**src/hw/rtl/dpr_pkg.sv**
```systemverilog
// shared types, character codes and hex helpers for the debug packet receiver
package dpr_pkg;

  typedef enum logic [2:0] {
    MODE_IDLE = 3'd0,
    MODE_LINE = 3'd1,
    MODE_ESC  = 3'd2,
    MODE_RUN  = 3'd3,
    MODE_CK1  = 3'd4,
    MODE_CK2  = 3'd5
  } rx_mode_e;

  typedef enum logic [1:0] {
    KIND_DATA = 2'd0,
    KIND_ACK  = 2'd1,
    KIND_NAK  = 2'd2,
    KIND_DROP = 2'd3
  } kind_e;

  localparam logic [7:0] CharStart  = 8'h24; // '$'
  localparam logic [7:0] CharEscape = 8'h7d; // '}'
  localparam logic [7:0] CharRun    = 8'h2a; // '*'
  localparam logic [7:0] CharHash   = 8'h23; // '#'
  localparam logic [7:0] CharSpace  = 8'h20; // ' '
  localparam logic [7:0] EscapeXor  = 8'h20;
  localparam logic [7:0] RunOffset  = 8'd29; // count minus space plus three

  typedef struct packed {
    kind_e       kind;
    logic [7:0]  data_byte;
    logic [7:0]  repeat_count;
    logic [11:0] packet_len;
  } result_t;

  function automatic logic hex_ok(input logic [7:0] c);
    hex_ok = (c >= 8'h30 && c <= 8'h39) || (c >= 8'h41 && c <= 8'h46) ||
             (c >= 8'h61 && c <= 8'h66);
  endfunction

  function automatic logic [3:0] hex_val(input logic [7:0] c);
    logic [7:0] v;
    v = 8'd0;
    if (c >= 8'h30 && c <= 8'h39) begin
      v = c - 8'h30;
    end else if (c >= 8'h41 && c <= 8'h46) begin
      v = c - 8'h37;
    end else if (c >= 8'h61 && c <= 8'h66) begin
      v = c - 8'h57;
    end
    hex_val = v[3:0];
  endfunction

endpackage

```
**src/hw/rtl/dpr_decode.sv**
```systemverilog
// per-byte decode: next receiver state and the optional result word
module dpr_decode #(
  parameter int BUFFER_BYTES = 4096,
  parameter int CW = $clog2(BUFFER_BYTES)
) (
  input  logic [7:0]       rx_byte_i,
  input  dpr_pkg::rx_mode_e mode_i,
  input  logic [CW-1:0]    count_i,
  input  logic [7:0]       sum_i,
  input  logic [3:0]       nib_i,
  input  logic [7:0]       last_i,
  output dpr_pkg::rx_mode_e mode_o,
  output logic [CW-1:0]    count_o,
  output logic [7:0]       sum_o,
  output logic [3:0]       nib_o,
  output logic [7:0]       last_o,
  output logic             res_valid_o,
  output dpr_pkg::result_t res_o
);
  import dpr_pkg::*;

  // run sum is wide enough for the count plus a full 8-bit run length
  localparam int RW = ((CW > 8) ? CW : 8) + 1;

  localparam logic [CW-1:0] Limit  = CW'(BUFFER_BYTES - 1);
  localparam logic [RW-1:0] LimitW = RW'(BUFFER_BYTES - 1);

  logic [7:0]    rep;
  logic [RW-1:0] run_total;
  logic          full;

  assign rep       = rx_byte_i - RunOffset;
  assign run_total = RW'(count_i) + RW'(rep);
  assign full      = (count_i >= Limit);

  always_comb begin
    mode_o      = mode_i;
    count_o     = count_i;
    sum_o       = sum_i;
    nib_o       = nib_i;
    last_o      = last_i;
    res_valid_o = 1'b0;
    res_o.kind         = KIND_DATA;
    res_o.data_byte    = 8'd0;
    res_o.repeat_count = 8'd0;
    case (mode_i)
      MODE_LINE, MODE_ESC: begin
        if (mode_i == MODE_LINE && rx_byte_i == CharEscape) begin
          sum_o  = sum_i + rx_byte_i;
          mode_o = MODE_ESC;
        end else if (mode_i == MODE_LINE && rx_byte_i == CharRun) begin
          sum_o  = sum_i + rx_byte_i;
          mode_o = MODE_RUN;
        end else if (rx_byte_i == CharHash) begin
          mode_o = MODE_CK1;
        end else if (full) begin
          mode_o      = MODE_IDLE;
          res_valid_o = 1'b1;
          res_o.kind  = KIND_DROP;
        end else begin
          count_o     = count_i + CW'(1);
          sum_o       = sum_i + rx_byte_i;
          last_o      = (mode_i == MODE_ESC) ? (rx_byte_i ^ EscapeXor) : rx_byte_i;
          mode_o      = MODE_LINE;
          res_valid_o = 1'b1;
          res_o.data_byte    = last_o;
          res_o.repeat_count = 8'd1;
        end
      end
      MODE_RUN: begin
        if (rx_byte_i < CharSpace) begin
          mode_o = MODE_LINE;
        end else if (run_total >= LimitW) begin
          mode_o      = MODE_IDLE;
          res_valid_o = 1'b1;
          res_o.kind  = KIND_DROP;
        end else if (count_i == '0) begin
          // run with nothing to repeat
          mode_o = MODE_LINE;
        end else begin
          count_o     = run_total[CW-1:0];
          sum_o       = sum_i + rx_byte_i;
          mode_o      = MODE_LINE;
          res_valid_o = 1'b1;
          res_o.data_byte    = last_i;
          res_o.repeat_count = rep;
        end
      end
      MODE_CK1: begin
        if (!hex_ok(rx_byte_i)) begin
          mode_o = MODE_LINE;
        end else begin
          nib_o  = hex_val(rx_byte_i);
          mode_o = MODE_CK2;
        end
      end
      MODE_CK2: begin
        if (!hex_ok(rx_byte_i)) begin
          mode_o = MODE_LINE;
        end else begin
          mode_o      = MODE_IDLE;
          res_valid_o = 1'b1;
          res_o.kind  = ({nib_i, hex_val(rx_byte_i)} == sum_i) ? KIND_ACK : KIND_NAK;
        end
      end
      default: begin
        mode_o = MODE_IDLE;
        if (rx_byte_i == CharStart) begin
          count_o = '0;
          sum_o   = 8'd0;
          mode_o  = MODE_LINE;
        end
      end
    endcase
    res_o.packet_len = 12'(count_o);
  end

endmodule

```
**src/hw/rtl/dpr_out_buf.sv**
```systemverilog
// output register with one skid entry behind it
module dpr_out_buf (
  input  logic             clk_i,
  input  logic             rst_ni,
  input  logic             push_i,
  input  dpr_pkg::result_t push_data_i,
  output logic             full_o,
  output logic             out_valid_o,
  input  logic             out_stall_i,
  output dpr_pkg::result_t out_data_o
);
  import dpr_pkg::*;

  logic    out_valid_d, out_valid_q;
  logic    skid_valid_d, skid_valid_q;
  result_t out_data_d, out_data_q;
  result_t skid_data_d, skid_data_q;
  logic    out_free;

  assign out_free = !out_valid_q || !out_stall_i;

  always_comb begin
    out_valid_d  = out_valid_q;
    skid_valid_d = skid_valid_q;
    out_data_d   = out_data_q;
    skid_data_d  = skid_data_q;
    if (out_free) begin
      if (skid_valid_q) begin
        out_valid_d  = 1'b1;
        out_data_d   = skid_data_q;
        skid_valid_d = 1'b0;
      end else begin
        out_valid_d = push_i;
        if (push_i) begin
          out_data_d = push_data_i;
        end
      end
    end else if (push_i) begin
      skid_valid_d = 1'b1;
      skid_data_d  = push_data_i;
    end
  end

  always_ff @(posedge clk_i or negedge rst_ni) begin
    if (!rst_ni) begin
      out_valid_q  <= 1'b0;
      skid_valid_q <= 1'b0;
    end else begin
      out_valid_q  <= out_valid_d;
      skid_valid_q <= skid_valid_d;
    end
  end

  always_ff @(posedge clk_i) begin
    out_data_q  <= out_data_d;
    skid_data_q <= skid_data_d;
  end

  assign full_o      = skid_valid_q;
  assign out_valid_o = out_valid_q;
  assign out_data_o  = out_data_q;

endmodule

```
**src/hw/rtl/debug_packet_receiver_core.sv**
```systemverilog
// top level of the debug packet receiver: state registers, decode and output buffer
//
// Takes one received byte per word on the input channel and decodes the debugger
// remote-protocol framing: '$' opens a packet, '}' escapes the next byte (xor 0x20),
// '*' plus a count byte repeats the last byte, '#' plus two hex digits closes the
// packet with an ack or nak word. Each byte is decoded in the cycle it is accepted,
// so one word can enter every clock: the decode is a single pass of logic between the
// receiver state registers and the result register. Results sit in an output register
// with one skid entry behind it; input stall rises only when both hold a word, so a
// stalled output still lets bytes in until one more result word lands in the skid
// entry. A word yields at most one result word, which reaches the output register the
// cycle after the word is accepted unless an earlier result is still waiting there.
// BUFFER_BYTES sets the payload limit: a plain or escaped byte arriving once
// BUFFER_BYTES-1 bytes are collected, or a run that would bring the count to
// BUFFER_BYTES-1 or beyond, is reported as dropped.
module debug_packet_receiver_core #(
  parameter int BUFFER_BYTES = 4096
) (
  input  logic        clk_i,
  input  logic        rst_ni,
  input  logic        in_valid_i,
  output logic        in_stall_o,
  input  logic [7:0]  rx_byte_i,
  output logic        out_valid_o,
  input  logic        out_stall_i,
  output logic [1:0]  kind_o,
  output logic [7:0]  data_byte_o,
  output logic [7:0]  repeat_count_o,
  output logic [11:0] packet_len_o
);
  import dpr_pkg::*;

  localparam int CW = $clog2(BUFFER_BYTES);

  // receiver state
  rx_mode_e      mode_d, mode_q;
  logic [CW-1:0] count_d, count_q;
  logic [7:0]    sum_d, sum_q;
  logic [3:0]    nib_d, nib_q;
  logic [7:0]    last_d, last_q;

  logic    in_accept;
  logic    res_valid;
  result_t res;
  logic    buf_full;
  result_t out_data;

  // stall only depends on the skid register
  assign in_stall_o = buf_full;
  assign in_accept  = in_valid_i && !buf_full;

  dpr_decode #(
    .BUFFER_BYTES(BUFFER_BYTES),
    .CW(CW)
  ) u_decode (
    .rx_byte_i  (rx_byte_i),
    .mode_i     (mode_q),
    .count_i    (count_q),
    .sum_i      (sum_q),
    .nib_i      (nib_q),
    .last_i     (last_q),
    .mode_o     (mode_d),
    .count_o    (count_d),
    .sum_o      (sum_d),
    .nib_o      (nib_d),
    .last_o     (last_d),
    .res_valid_o(res_valid),
    .res_o      (res)
  );

  // state advances only on an accepted word
  always_ff @(posedge clk_i or negedge rst_ni) begin
    if (!rst_ni) begin
      mode_q  <= MODE_IDLE;
      count_q <= '0;
      sum_q   <= 8'd0;
      nib_q   <= 4'd0;
      last_q  <= 8'd0;
    end else if (in_accept) begin
      mode_q  <= mode_d;
      count_q <= count_d;
      sum_q   <= sum_d;
      nib_q   <= nib_d;
      last_q  <= last_d;
    end
  end

  dpr_out_buf u_out_buf (
    .clk_i      (clk_i),
    .rst_ni     (rst_ni),
    .push_i     (in_accept && res_valid),
    .push_data_i(res),
    .full_o     (buf_full),
    .out_valid_o(out_valid_o),
    .out_stall_i(out_stall_i),
    .out_data_o (out_data)
  );

  assign kind_o         = out_data.kind;
  assign data_byte_o    = out_data.data_byte;
  assign repeat_count_o = out_data.repeat_count;
  assign packet_len_o   = out_data.packet_len;

`ifndef NO_ASSERTIONS
  // skid entry is only filled behind a waiting output word
  assert property (@(posedge clk_i) disable iff (!rst_ni) buf_full |-> out_valid_o)
    else $error("skid entry holds a word while output register is empty");

  // payload count never passes the buffer limit
  assert property (@(posedge clk_i) disable iff (!rst_ni)
    count_q <= CW'(BUFFER_BYTES - 1))
    else $error("byte count beyond buffer limit");

  // bytes outside a packet never produce a result
  assert property (@(posedge clk_i) disable iff (!rst_ni)
    (in_accept && mode_q == MODE_IDLE) |-> !res_valid)
    else $error("result produced outside a packet");

  // after an accepted word with a result, the output holds a valid word next cycle
  assert property (@(posedge clk_i) disable iff (!rst_ni)
    (in_accept && res_valid) |=> out_valid_o)
    else $error("result word lost");
`endif

endmodule
```
**config.mk**
```make
export PLATFORM = sky130hd
export DESIGN_NAME = debug_packet_receiver_core
export DESIGN_NICKNAME = d
export VERILOG_FILES = /design/src/hw/rtl/dpr_pkg.sv /design/src/hw/rtl/dpr_decode.sv /design/src/hw/rtl/dpr_out_buf.sv /design/src/hw/rtl/debug_packet_receiver_core.sv
export SDC_FILE = /design/constraint.sdc
export NUM_CORES = 1
export LEC_CHECK = 0
export BUFFER_PORTS_ARGS = -buffer_cell sky130_fd_sc_hd__buf_2
export CELL_PAD_IN_SITES_DETAIL_PLACEMENT = 0
export CELL_PAD_IN_SITES_GLOBAL_PLACEMENT = 1
export CORE_MARGIN = 2
export CORE_UTILIZATION = 30
export DETAILED_ROUTE_END_ITERATION = 8
export GPL_TIMING_DRIVEN = 0
export PLACE_DENSITY_LB_ADDON = 0.3
export SKIP_LAST_GASP = 1
export SYNTH_ARGS = -nofsm -noshare
export SYNTH_HDL_FRONTEND = slang
export SYNTH_SLANG_ARGS = --single-unit
```
**constraint.sdc**
```tcl
create_clock -name clk_i -period 4.1 [get_ports clk_i]
set_clock_uncertainty 0.1 [all_clocks]
set_input_delay 1.025 -clock clk_i [delete_from_list [all_inputs] [get_ports clk_i]]
set_output_delay 1.025 -clock clk_i [all_outputs]
set_load 0.01 [all_outputs]
```
==> run metrics, run 1 <==
Layout Nets 784; CTS root buf clkbuf_16; Inst Count DP 955; Layout fillers 2027; status finished, violations left; final hold violations 0; final setup TNS -8.52 ns; failing checks negative setup slack; Total Power 3.50 mW; dpl cell area 7050 um^2; peak supply drop 176 uV; Hold WC Path Type reg2reg; Yosys reg bits 97; Mapped Avg Cell Area 9.96 um^2; Layout Cells excl Fill 1026; highest clock rate 224 MHz; CP max stage cell or4b_4; I/O pins 44; per-cell routed wire length 19.3 um; DRT iter0 DRCs 349; vias per inst 5.39; Die H 149 um; GR Overflow Total 0; RSZ-0062 raised after global routing true; Crit path arrival time 4.47 ns; warnings from Yosys 0; Final GP Congestion 0.902; CP max FO 4; Final Slew Violations 0; crit path time final 4.46 ns; r2r setup slk 0.48 ns; crit path kind in2reg; synthesized area 6340 um^2; Mapped Cells 637; core area 20900 um^2; Pwr Density 420 nW/um^2; maxcap violations 0; Layout Utilization 40.0%; clock latency on the worst-skew pair 0.36 ns; CTS buffer count 9; Req. time, crit path 4.11 ns; worst slew pin tran 0.966 ns; final setup fails 55; CP Launch Type primary input; CP Buf/Inv Count 4; hold path endpoint nib_q[1]$_DFFE_PN0P_; share of post-route cells with drive strength above 1 33.2%; Post-DP HPWL 14100 um; area growth from synthesis to layout 31.7%; Total GRT Usage 17.9%; drt total wl 19800 um; reg-to-reg startpoint count_q[1]$_DFFE_PN0P_; worst hold start nib_q[1]$_DFFE_PN0P_; Final period util 109%; initial core utilization 30.4%; number of global-route vias before repair 5447; largest net degree at the start of global routing 38; Top delay family on crit path simple AND/OR/NAND/NOR gates; critical path capture point type flop; number of enable flip-flop cells after synthesis 60; Slew headroom 35.6%; Clock Pin Slew Worst Setup and Hold Paths 0.07 ns; CTS tree done; antenna-violating nets left 0; DR pass1 iterations 5; WHS Path Cells 2; Reg2Reg Capture Point u_out_buf.out_data_o[9]$_DFFE_PP_; initial antenna violation count 0; worst r2r path cells 9; Vias 5535; die area 22300 um^2; fin area 8350 um^2; crit path cell chain buf_12 -> clkinvlp_4 -> buf_6 -> a21o_1 -> nand2_2 -> xor2_2 -> inv_2 -> ha_4 -> nand2_2 -> o211a_1 -> or4b_4 -> nor4_4 -> nand4_1 -> a31o_1 -> a221o_1 -> mux2_4; Synthesized Nets 675; final worst slack -0.357 ns; Place WS -1.75 ns; crit-path max cell delay 0.53 ns; Hold WS 0.411 ns; post-synthesis sequential area ratio 43.0%; first-pass GRT wire length 30600 um; CTS max path bufs 2; diode count 0; Async SR Flop Fraction 38.1%; hold buffer count at cts 0; row count 53; DRC viols 0; H-tree depth 3; Top FF cell, synth edfxtp_1; static leakage 3.30 nW; clock sinks 97; number of library cell types mapped by synthesis 82; I/O Buffers 42; Critical Path Most Common Cell nand2_2; die width 149 um
==> flip-flops by register name, summed over array words and instances (netlist names) <==
| register | count |
|---|---|
| u_out_buf.out_data_o | 30 |
| u_out_buf.out_valid_o | 1 |
| mode_q | 3 |
| count_q | 12 |
| sum_q | 8 |
| last_q | 8 |
| u_out_buf.full_o | 1 |
| nib_q | 4 |
| u_out_buf.skid_data_q | 30 |
==> worst max-delay path by stage <==
stage	slack [ns]	start	depth (start not counted)	end
floorplan	-0.27	rx_byte_i[0]	17	u_out_buf.out_data_o[0]$_DFFE_PP_
global placement	-1.73	rx_byte_i[0]	17	u_out_buf.out_data_o[8]$_DFFE_PP_
detailed placement	-1.75	rx_byte_i[0]	17	u_out_buf.out_data_o[8]$_DFFE_PP_
CTS	-0.44	rx_byte_i[0]	16	u_out_buf.out_data_o[9]$_DFFE_PP_
global route	-0.46	rx_byte_i[3]	16	u_out_buf.out_data_o[9]$_DFFE_PP_
finish	-0.36	rx_byte_i[0]	16	u_out_buf.out_data_o[9]$_DFFE_PP_
==> cells in the mapped netlist, types with 4 or more instances <==
| cell type | instances | share of area (%) |
|---|---|---|
| ha_1 | 24 | 4.7 |
| o211ai_1 | 5 | 0.59 |
| o21ai_0 | 44 | 3.5 |
| nor3_1 | 14 | 1.1 |
| or3_1 | 4 | 0.39 |
| a221o_1 | 5 | 0.79 |
| a21oi_1 | 36 | 2.8 |
| clkbuf_1 | 25 | 1.5 |
| a31oi_1 | 4 | 0.39 |
| nand2b_1 | 9 | 0.89 |
| dfrtp_1 | 37 | 15 |
| a22o_1 | 10 | 1.4 |
| a22oi_1 | 6 | 0.71 |
| nor3b_1 | 4 | 0.47 |
| nand4_1 | 6 | 0.59 |
| inv_1 | 25 | 1.5 |
| nor4_1 | 7 | 0.69 |
| xor2_1 | 11 | 1.5 |
| mux2_2 | 33 | 5.9 |
| a211oi_1 | 4 | 0.47 |
| edfxtp_1 | 60 | 28 |
| o2bb2ai_1 | 5 | 0.69 |
| nand2_1 | 45 | 2.7 |
| xnor2_1 | 19 | 2.6 |
| buf_2 | 5 | 0.39 |
| nand3_1 | 21 | 1.7 |
| nor2_1 | 48 | 2.8 |
| nor2b_1 | 11 | 1.1 |
| and3_1 | 10 | 0.99 |
| a21o_1 | 13 | 1.5 |
| or4_1 | 4 | 0.47 |
| o31ai_1 | 7 | 0.83 |
==> area by class of cell <==
class	count	area, um^2	area share [%]
tap	275	344	4.12
inverter	25	100	1.20
clock inverter	6	75.1	0.899
timing repair buffer	99	751	8.99
buffer	32	190	2.28
multi-input combinational	482	3930	47.0
sequential	97	2730	32.6
clock buffer	10	239	2.86
==> layout by cell type, fill, tap and decap left out, types with 6 or more instances in the layout <==
cell type | synthesis | final
a21o_1 | 13 | 13
a21oi_1 | 36 | 26
a21oi_2 | 2 | 6
a21oi_4 | 0 | 6
a22o_1 | 10 | 10
a22oi_1 | 6 | 6
and3_1 | 10 | 9
buf_2 | 5 | 40
buf_4 | 1 | 43
buf_6 | 2 | 19
clkbuf_1 | 25 | 22
clkbuf_16 | 0 | 9
dfrtp_1 | 37 | 37
edfxtp_1 | 60 | 60
ha_1 | 24 | 16
inv_1 | 25 | 20
mux2_2 | 33 | 27
mux2_4 | 0 | 6
nand2_1 | 45 | 42
nand2b_1 | 9 | 9
nand3_1 | 21 | 13
nand4_1 | 6 | 6
nor2_1 | 48 | 44
nor2b_1 | 11 | 11
nor3_1 | 14 | 11
o21ai_0 | 44 | 27
o21ai_1 | 3 | 13
o21ai_2 | 0 | 6
o31ai_1 | 7 | 7
xnor2_1 | 19 | 15
xor2_1 | 11 | 7
==> layer usage <==
layer | vias to the layer above | routed length, um | global-route usage [%]
met2 | 192 | 9170 | 28.4
met3 | 46 | 1110 | 3.29
met4 | 0 | 539 | 6.86
met1 | 2679 | 8930 | 24.1
met5 | - | 0 | 0
li1 | 2618 | - | -
==> power by group <==
part	leakage [nW]	switching [mW]	total [mW]	internal, mW
combinational	2.14	0.711	1.33	0.623
clock	0.145	0.404	0.903	0.499
sequential	1.02	0.118	1.27	1.15
==> logic make-up after synthesis <==
logic type      share of synthesized area, %
compound gates                          19.8
simple gates                            17.6
mux                                     6.33
flops                                   43.0
fa+ha+maj                               5.36
xor+xnor                                4.14
buf+inv                                 3.83
==> worst reg2reg max path: stages (launching register included) <==
cell and delay (ns):
dfrtp_1 0.48, ha_1 0.35, a211oi_2 0.40, nor3_1 0.12, or4b_4 0.51, nor4_4 0.30, nand4_1 0.21, a31o_1 0.26
a221o_1 0.37, mux2_4 0.29
==> timing repair <==
item / in CTS / in global routing
buffers inserted: 38 / 17
endpoints found under the setup margin: 111 / 80
gates resized for setup: 100 / 44
gates cloned: 2 / 0
pin swaps: 48 / 31
Note: power is estimated with default switching activity, not from simulation.
==> run 2, diff against run 1 <==
--- a/config.mk
+++ b/config.mk
@@ -13,6 +13,7 @@
 export DETAILED_ROUTE_END_ITERATION = 8
 export GPL_TIMING_DRIVEN = 0
 export PLACE_DENSITY_LB_ADDON = 0.3
+export RECOVER_POWER = 25
 export SKIP_LAST_GASP = 1
 export SYNTH_ARGS = -nofsm -noshare
 export SYNTH_HDL_FRONTEND = slang
==> run metrics, run 2 (synthesized netlist as in run 1, its figures left out) <==
status finished, violations left; failing checks max-capacitance violations, max-slew violations, negative setup slack; peak supply drop 178 uV (+1.3%); Final GP Congestion 0.902 (unchanged); Final Slew Violations 38 (+38); Highest Signal Layer met4; Layout Nets 784 (unchanged); Layout fillers 2023 (-0.20%); clock latency on the worst-skew pair 0.36 ns (about the same); H-tree depth 3 (unchanged); Die H 149 um (unchanged); DR pass1 iterations 5 (unchanged); Vias 5537 (+0.036%); I/O Buffers 42 (unchanged); critical path capture point type flop; CTS tree done; GR Overflow Total 0 (unchanged); vias per inst 5.40 (about the same); metal2 WL 9130 um (-0.41%); Crit. Startpoint rx_byte_i[0]; CP Launch Type primary input; CP max FO 4 (unchanged); diode count 0 (unchanged); Layout Cells excl Fill 1026 (unchanged); RSZ-0062 raised after global routing true; worst slew pin tran 2.33 ns (+1.36 ns); Reg area 2730 um^2 (unchanged); critical path endpoint u_out_buf.out_data_o[9]$_DFFE_PP_; largest net degree at the start of global routing 38 (unchanged); row count 53 (unchanged); Total GRT Usage 17.9% (unchanged); most common cell after layout, fill and taps aside edfxtp_1; Crit path arrival time 4.46 ns (about the same); multi-input logic area 3930 um^2 (unchanged); final setup fails 54 (-1.8%); CP max stage cell or4b_4; initial antenna violation count 0 (unchanged); static leakage 3.29 nW (-0.29%); CTS buffer count 9 (unchanged); I/O pins 44 (unchanged); antenna-violating nets left 0 (unchanged); core area 20900 um^2 (unchanged); clock sinks 97 (unchanged); Req. time, crit path 4.11 ns (about the same); die width 149 um (unchanged); hold buffer count at cts 0 (unchanged); CP Depth 16 (unchanged); die area 22300 um^2 (unchanged); Reg2Reg Capture Point u_out_buf.out_data_o[9]$_DFFE_PP_; WL met3 1120 um (+0.81%); initial core utilization 30.4% (unchanged); crit-path max cell delay 0.53 ns (about the same); Critical Path Most Common Cell nand2_2; worst r2r path cells 12 (+3); Slew headroom -55.1% (-91 points); reg-to-reg startpoint count_q[0]$_DFFE_PN0P_; maxcap violations 1 (+1); DRT met1 WL 8990 um (+0.68%); Final period util 109% (about the same); per-cell routed wire length 19.3 um (+0.23%); number of global-route vias before repair 5447 (unchanged); share of post-route cells with drive strength above 1 32.6% (-0.53 points); crit path time final 4.45 ns (-0.00213 ns); Pwr Density 420 nW/um^2 (about the same); area growth from synthesis to layout 31.6% (about the same); final worst slack -0.355 ns (+0.00213 ns); CP Buf/Inv Count 4 (unchanged); crit path cell chain buf_12 -> clkinvlp_4 -> buf_6 -> a21o_1 -> nand2_2 -> xor2_2 -> inv_2 -> ha_4 -> nand2_2 -> o211a_1 -> or4b_4 -> nor4_4 -> nand4_1 -> a31o_1 -> a221o_1 -> mux2_4; Post-DP HPWL 14100 um (unchanged); drt total wl 19800 um (+0.23%); Inst Count DP 955 (unchanged); crit path kind in2reg; highest clock rate 224 MHz (about the same); Hold WC Path Type reg2reg; CTS root buf clkbuf_16; CTS max path bufs 2 (unchanged); DRC viols 0 (unchanged); first-pass GRT wire length 30600 um (unchanged); final hold violations 0 (unchanged); r2r setup slk 0.47 ns (about the same); Hold WS 0.411 ns (unchanged); Top delay family on crit path simple AND/OR/NAND/NOR gates; most frequent cells in the layout 60 x edfxtp_1, 44 x nor2_1, 43 x buf_4, 42 x nand2_1, 37 x dfrtp_1; Clock Pin Slew Worst Setup and Hold Paths 0.07 ns (about the same); DRT iter0 DRCs 350 (+0.29%)
-- run 2: changes by cell type in the layout (fill, tap and decap cells not counted), sizes merged --
cell,before,now
buf,108,104
clkbuf,33,37
-- run 2: worst min path at each step --
| stage | cells after the start | start | to |
|---|---|---|---|
| after floorplan | 2 | nib_q[0]$_DFFE_PN0P_ | nib_q[0]$_DFFE_PN0P_ |
| after global placement | 1 | last_q[1]$_DFFE_PN0P_ | last_q[1]$_DFFE_PN0P_ |
| after detailed placement | 2 | nib_q[1]$_DFFE_PN0P_ | nib_q[1]$_DFFE_PN0P_ |
| after CTS | 2 | nib_q[1]$_DFFE_PN0P_ | nib_q[1]$_DFFE_PN0P_ |
| after global routing | 1 | last_q[1]$_DFFE_PN0P_ | last_q[1]$_DFFE_PN0P_ |
| final | 2 | nib_q[1]$_DFFE_PN0P_ | nib_q[1]$_DFFE_PN0P_ |
-- run 2: final cells by class --
type	instances	share of cell area, %
Sequential cell	97	32.7
Tap cell	275	4.12
Clock buffer	10	2.86
Timing Repair Buffer	99	8.93
Multi-Input combinational cell	482	47.0
Clock inverter	6	0.899
Buffer	32	2.28
Inverter	25	1.20
-- run 2: routing by layer --
metal  up-vias  track usage, %
met4         0            6.86
li1       2619               -
met3        44            3.29
met1      2681            24.1
met2       193            28.4
met5         -               0
-- run 2: what timing repair did --
action | CTS | global route
gates resized for setup | 100 | 44
cloned | 2 | 0
hold endpoints to repair | 0 | 0
endpoints found under the setup margin | 111 | 80
setup buffers | 38 | 17
pin swaps | 48 | 31
-- run 2: metrics by stage --
step                setup slack, ns  utilization, %  area, um^2  TNS (ns)  power [mW]
floorplan                    -0.270               -        6460     -5.53        2.06
global placement              -1.73            33.6        7010   -134.47        2.32
detailed placement            -1.75            33.7        7050   -116.73        2.35
CTS                          -0.436            38.7        8080    -11.91        3.44
global route                 -0.464            40.0        8350    -16.04        3.69
finish                       -0.355            40.0        8350     -8.34        3.51
-- run 2: where the power goes --
group	total [mW]	switching, mW	internal, mW
Sequential	1.27	0.117	1.15
Combinational	1.33	0.711	0.622
Clock	0.905	0.407	0.499
-- run 2: worst min-delay path: stages (launching register included) --
cell and delay [ns]:
dfrtp_1 0.36, nand2_1 0.05, o21ai_0 0.06
==> run 3, diff against run 2 <==
--- a/config.mk
+++ b/config.mk
@@ -12,9 +12,10 @@
 export CORE_UTILIZATION = 30
 export DETAILED_ROUTE_END_ITERATION = 8
 export GPL_TIMING_DRIVEN = 0
-export PLACE_DENSITY_LB_ADDON = 0.3
+export PLACE_DENSITY_LB_ADDON = 0.12
 export RECOVER_POWER = 25
 export SKIP_LAST_GASP = 1
+export SLEW_MARGIN = 20
 export SYNTH_ARGS = -nofsm -noshare
 export SYNTH_HDL_FRONTEND = slang
 export SYNTH_SLANG_ARGS = --single-unit
==> run metrics, run 3 (synthesized netlist as in run 1, its figures left out) <==
Layout Utilization 41.4% (+1.4 points); final setup fails 70 (+30%); Vias 5592 (+0.99%); crit path time final 4.53 ns (+0.0750 ns); number of global-route vias before repair 5308 (-2.6%); peak supply drop 164 uV (-8.0%); crit path cell chain buf_12 -> clkinvlp_4 -> ha_4 -> nor2_4 -> nor2_4 -> xnor2_2 -> buf_4 -> inv_2 -> ha_4 -> buf_6 -> buf_6 -> or4b_4 -> o2111ai_4 -> nor3_4 -> nor4_4 -> nand4_1 -> a31o_1 -> a221o_1 -> mux2_4; Top Usage Layer GRT met2; Layout Cells excl Fill 1032 (+0.58%); Layout Nets 790 (+0.77%); RSZ-0062 raised after global routing true; first-pass GRT wire length 31600 um (+3.3%); final setup TNS -14.20 ns (-5.85 ns); crit path kind in2reg; DR pass1 iterations 5 (unchanged); row count 53 (unchanged); clock sinks 97 (unchanged); met2 Resource Use GR 30.1% (+1.7 points); Die H 149 um (unchanged); critical path capture point type flop; H-tree depth 3 (unchanged); vias per inst 5.42 (+0.41%); initial antenna violation count 0 (unchanged); Total GRT Usage 18.9% (+1.0 points); crit-path max cell delay 0.47 ns (-0.06 ns); I/O pins 44 (unchanged); most common cell after layout, fill and taps aside edfxtp_1; maxcap violations 1 (unchanged); final worst slack -0.430 ns (-0.0750 ns); I/O Buffers 42 (unchanged); Total Power 3.58 mW (+2.0%); Final period util 110% (+1.8 points); initial core utilization 30.4% (unchanged); Slew headroom -56.3% (-1.2 points); GRT met3 Usage 2.65% (-0.64 points); CTS buffer count 9 (unchanged); clock latency on the worst-skew pair 0.36 ns (about the same); CP Launch Type primary input; share of post-route cells with drive strength above 1 35.7% (+3.0 points); die area 22300 um^2 (unchanged); final hold violations 0 (unchanged); die width 149 um (unchanged); area growth from synthesis to layout 36.2%; CTS root buf clkbuf_16; Final GP Congestion 0.882 (-2.2%); CTS tree done; per-cell routed wire length 20.3 um (+5.2%); diode count 0 (unchanged); status finished, violations left; worst slew pin tran 2.34 ns (+0.0178 ns); CP max FO 5 (+1); core area 20900 um^2 (unchanged); Clock Pin Slew Worst Setup and Hold Paths 0.07 ns (about the same); fin area 8640 um^2 (+3.5%); dpl cell area 7070 um^2 (+0.41%); Crit path arrival time 4.54 ns (+0.08 ns); failing checks max-capacitance violations, max-slew violations, negative setup slack; static leakage 3.38 nW (+2.5%); Final Slew Violations 38 (unchanged); Layout fillers 2006 (-0.84%); CP max stage cell or4b_4; most frequent cells in the layout 60 x edfxtp_1, 43 x nor2_1, 42 x nand2_1, 40 x buf_2, 39 x buf_4; largest net degree at the start of global routing 38 (unchanged); DRC viols 0 (unchanged); antenna-violating nets left 0 (unchanged); CTS max path bufs 2 (unchanged); GR Overflow Total 0 (unchanged); drt total wl 20900 um (+5.8%); Inst Count DP 956 (+0.10%); Post-DP HPWL 15100 um (+7.3%); highest clock rate 221 MHz (-1.7%); DRT iter0 DRCs 429 (+23%); Req. time, crit path 4.11 ns (about the same); Hold WC Path Type reg2reg; met1 Use GR 26.8% (+2.7 points); Pwr Density 414 nW/um^2 (-1.4%)
==> run 3: changes by cell type in the layout (fill, tap and decap cells not counted), moves of 4 or more <==
cell	before	now
o21ai_1	13	7
buf_6	19	24
and3_1	9	5
and3_4	1	5
buf_2	36	40
buf_4	43	39
o21ai_4	1	5
==> run 3: routing by layer <==
layer / part of all wire, % / vias up
met1: 48 / 2783
met2: 46 / 163
met3: 4.0 / 31
met5: 0 / -
met4: 2.0 / 0
li1: - / 2615
==> run 3: power breakdown <==
group	leakage [nW]	switching (mW)	internal [mW]
Clock	0.143	0.426	0.430
Combinational	2.21	0.761	0.687
Sequential	1.02	0.122	1.15
Total	3.38	1.31	2.27
==> run 3: critical path: cells and delay by family <==
| family | cells | cell delay (ns) |
|---|---|---|
| muxes | 1 | 0.29 |
| AOI/OAI and AO/OA | 3 | 0.74 |
| xor gates and xnor gates | 1 | 0.14 |
| adders and majority gates | 2 | 0.47 |
| and+or+nand+nor | 6 | 1.29 |
| buffers and inverters | 6 | 0.58 |
==> run 3: final timing paths <==
kind / start / to / slack (ns) / cells past startpoint
hold reg to reg: last_q[6]$_DFFE_PN0P_ / last_q[6]$_DFFE_PN0P_ / 0.41 / 1
min in group asynchronous: rst_ni / last_q[1]$_DFFE_PN0P_ / 1.27 / 1
max in group asynchronous: rst_ni / count_q[4]$_DFFE_PN0P_ / 1.29 / 1
hold / removal: last_q[6]$_DFFE_PN0P_ / last_q[6]$_DFFE_PN0P_ / 0.41 / 1
setup / recovery: rx_byte_i[1] / u_out_buf.out_data_o[9]$_DFFE_PP_ / -0.43 / 19
setup reg to reg: count_q[0]$_DFFE_PN0P_ / u_out_buf.out_data_o[9]$_DFFE_PP_ / 0.34 / 11
==> run 3: area by class of cell <==
cell class / count / area [um^2] / area share [%]
buffer: 32 / 189 / 2.19
clock buffer: 9 / 225 / 2.61
clock inverter: 7 / 72.6 / 0.840
inverter: 25 / 101 / 1.17
multi-input combinational: 482 / 4120 / 47.7
sequential: 97 / 2730 / 31.6
tap: 275 / 344 / 3.98
timing repair buffer: 105 / 862 / 9.98
==> run 3: through the flow <==
| stage | hold WS, ns | setup slack [ns] |
|---|---|---|
| floorplan | 0.369 | -0.270 |
| global placement | 0.390 | -1.98 |
| global route | 0.438 | -0.453 |
| detailed placement | 0.400 | -1.97 |
| finish | 0.412 | -0.430 |
| CTS | 0.419 | -0.420 |
==> run 3: what timing repair did <==
item | 4_1_cts | 5_1_grt
gates cloned | 2 | 0
setup endpoints to repair | 81 | 79
setup buffers | 48 | 16
pin swaps | 45 | 31
resized for setup | 127 | 51
hold buffers | 0 | 0
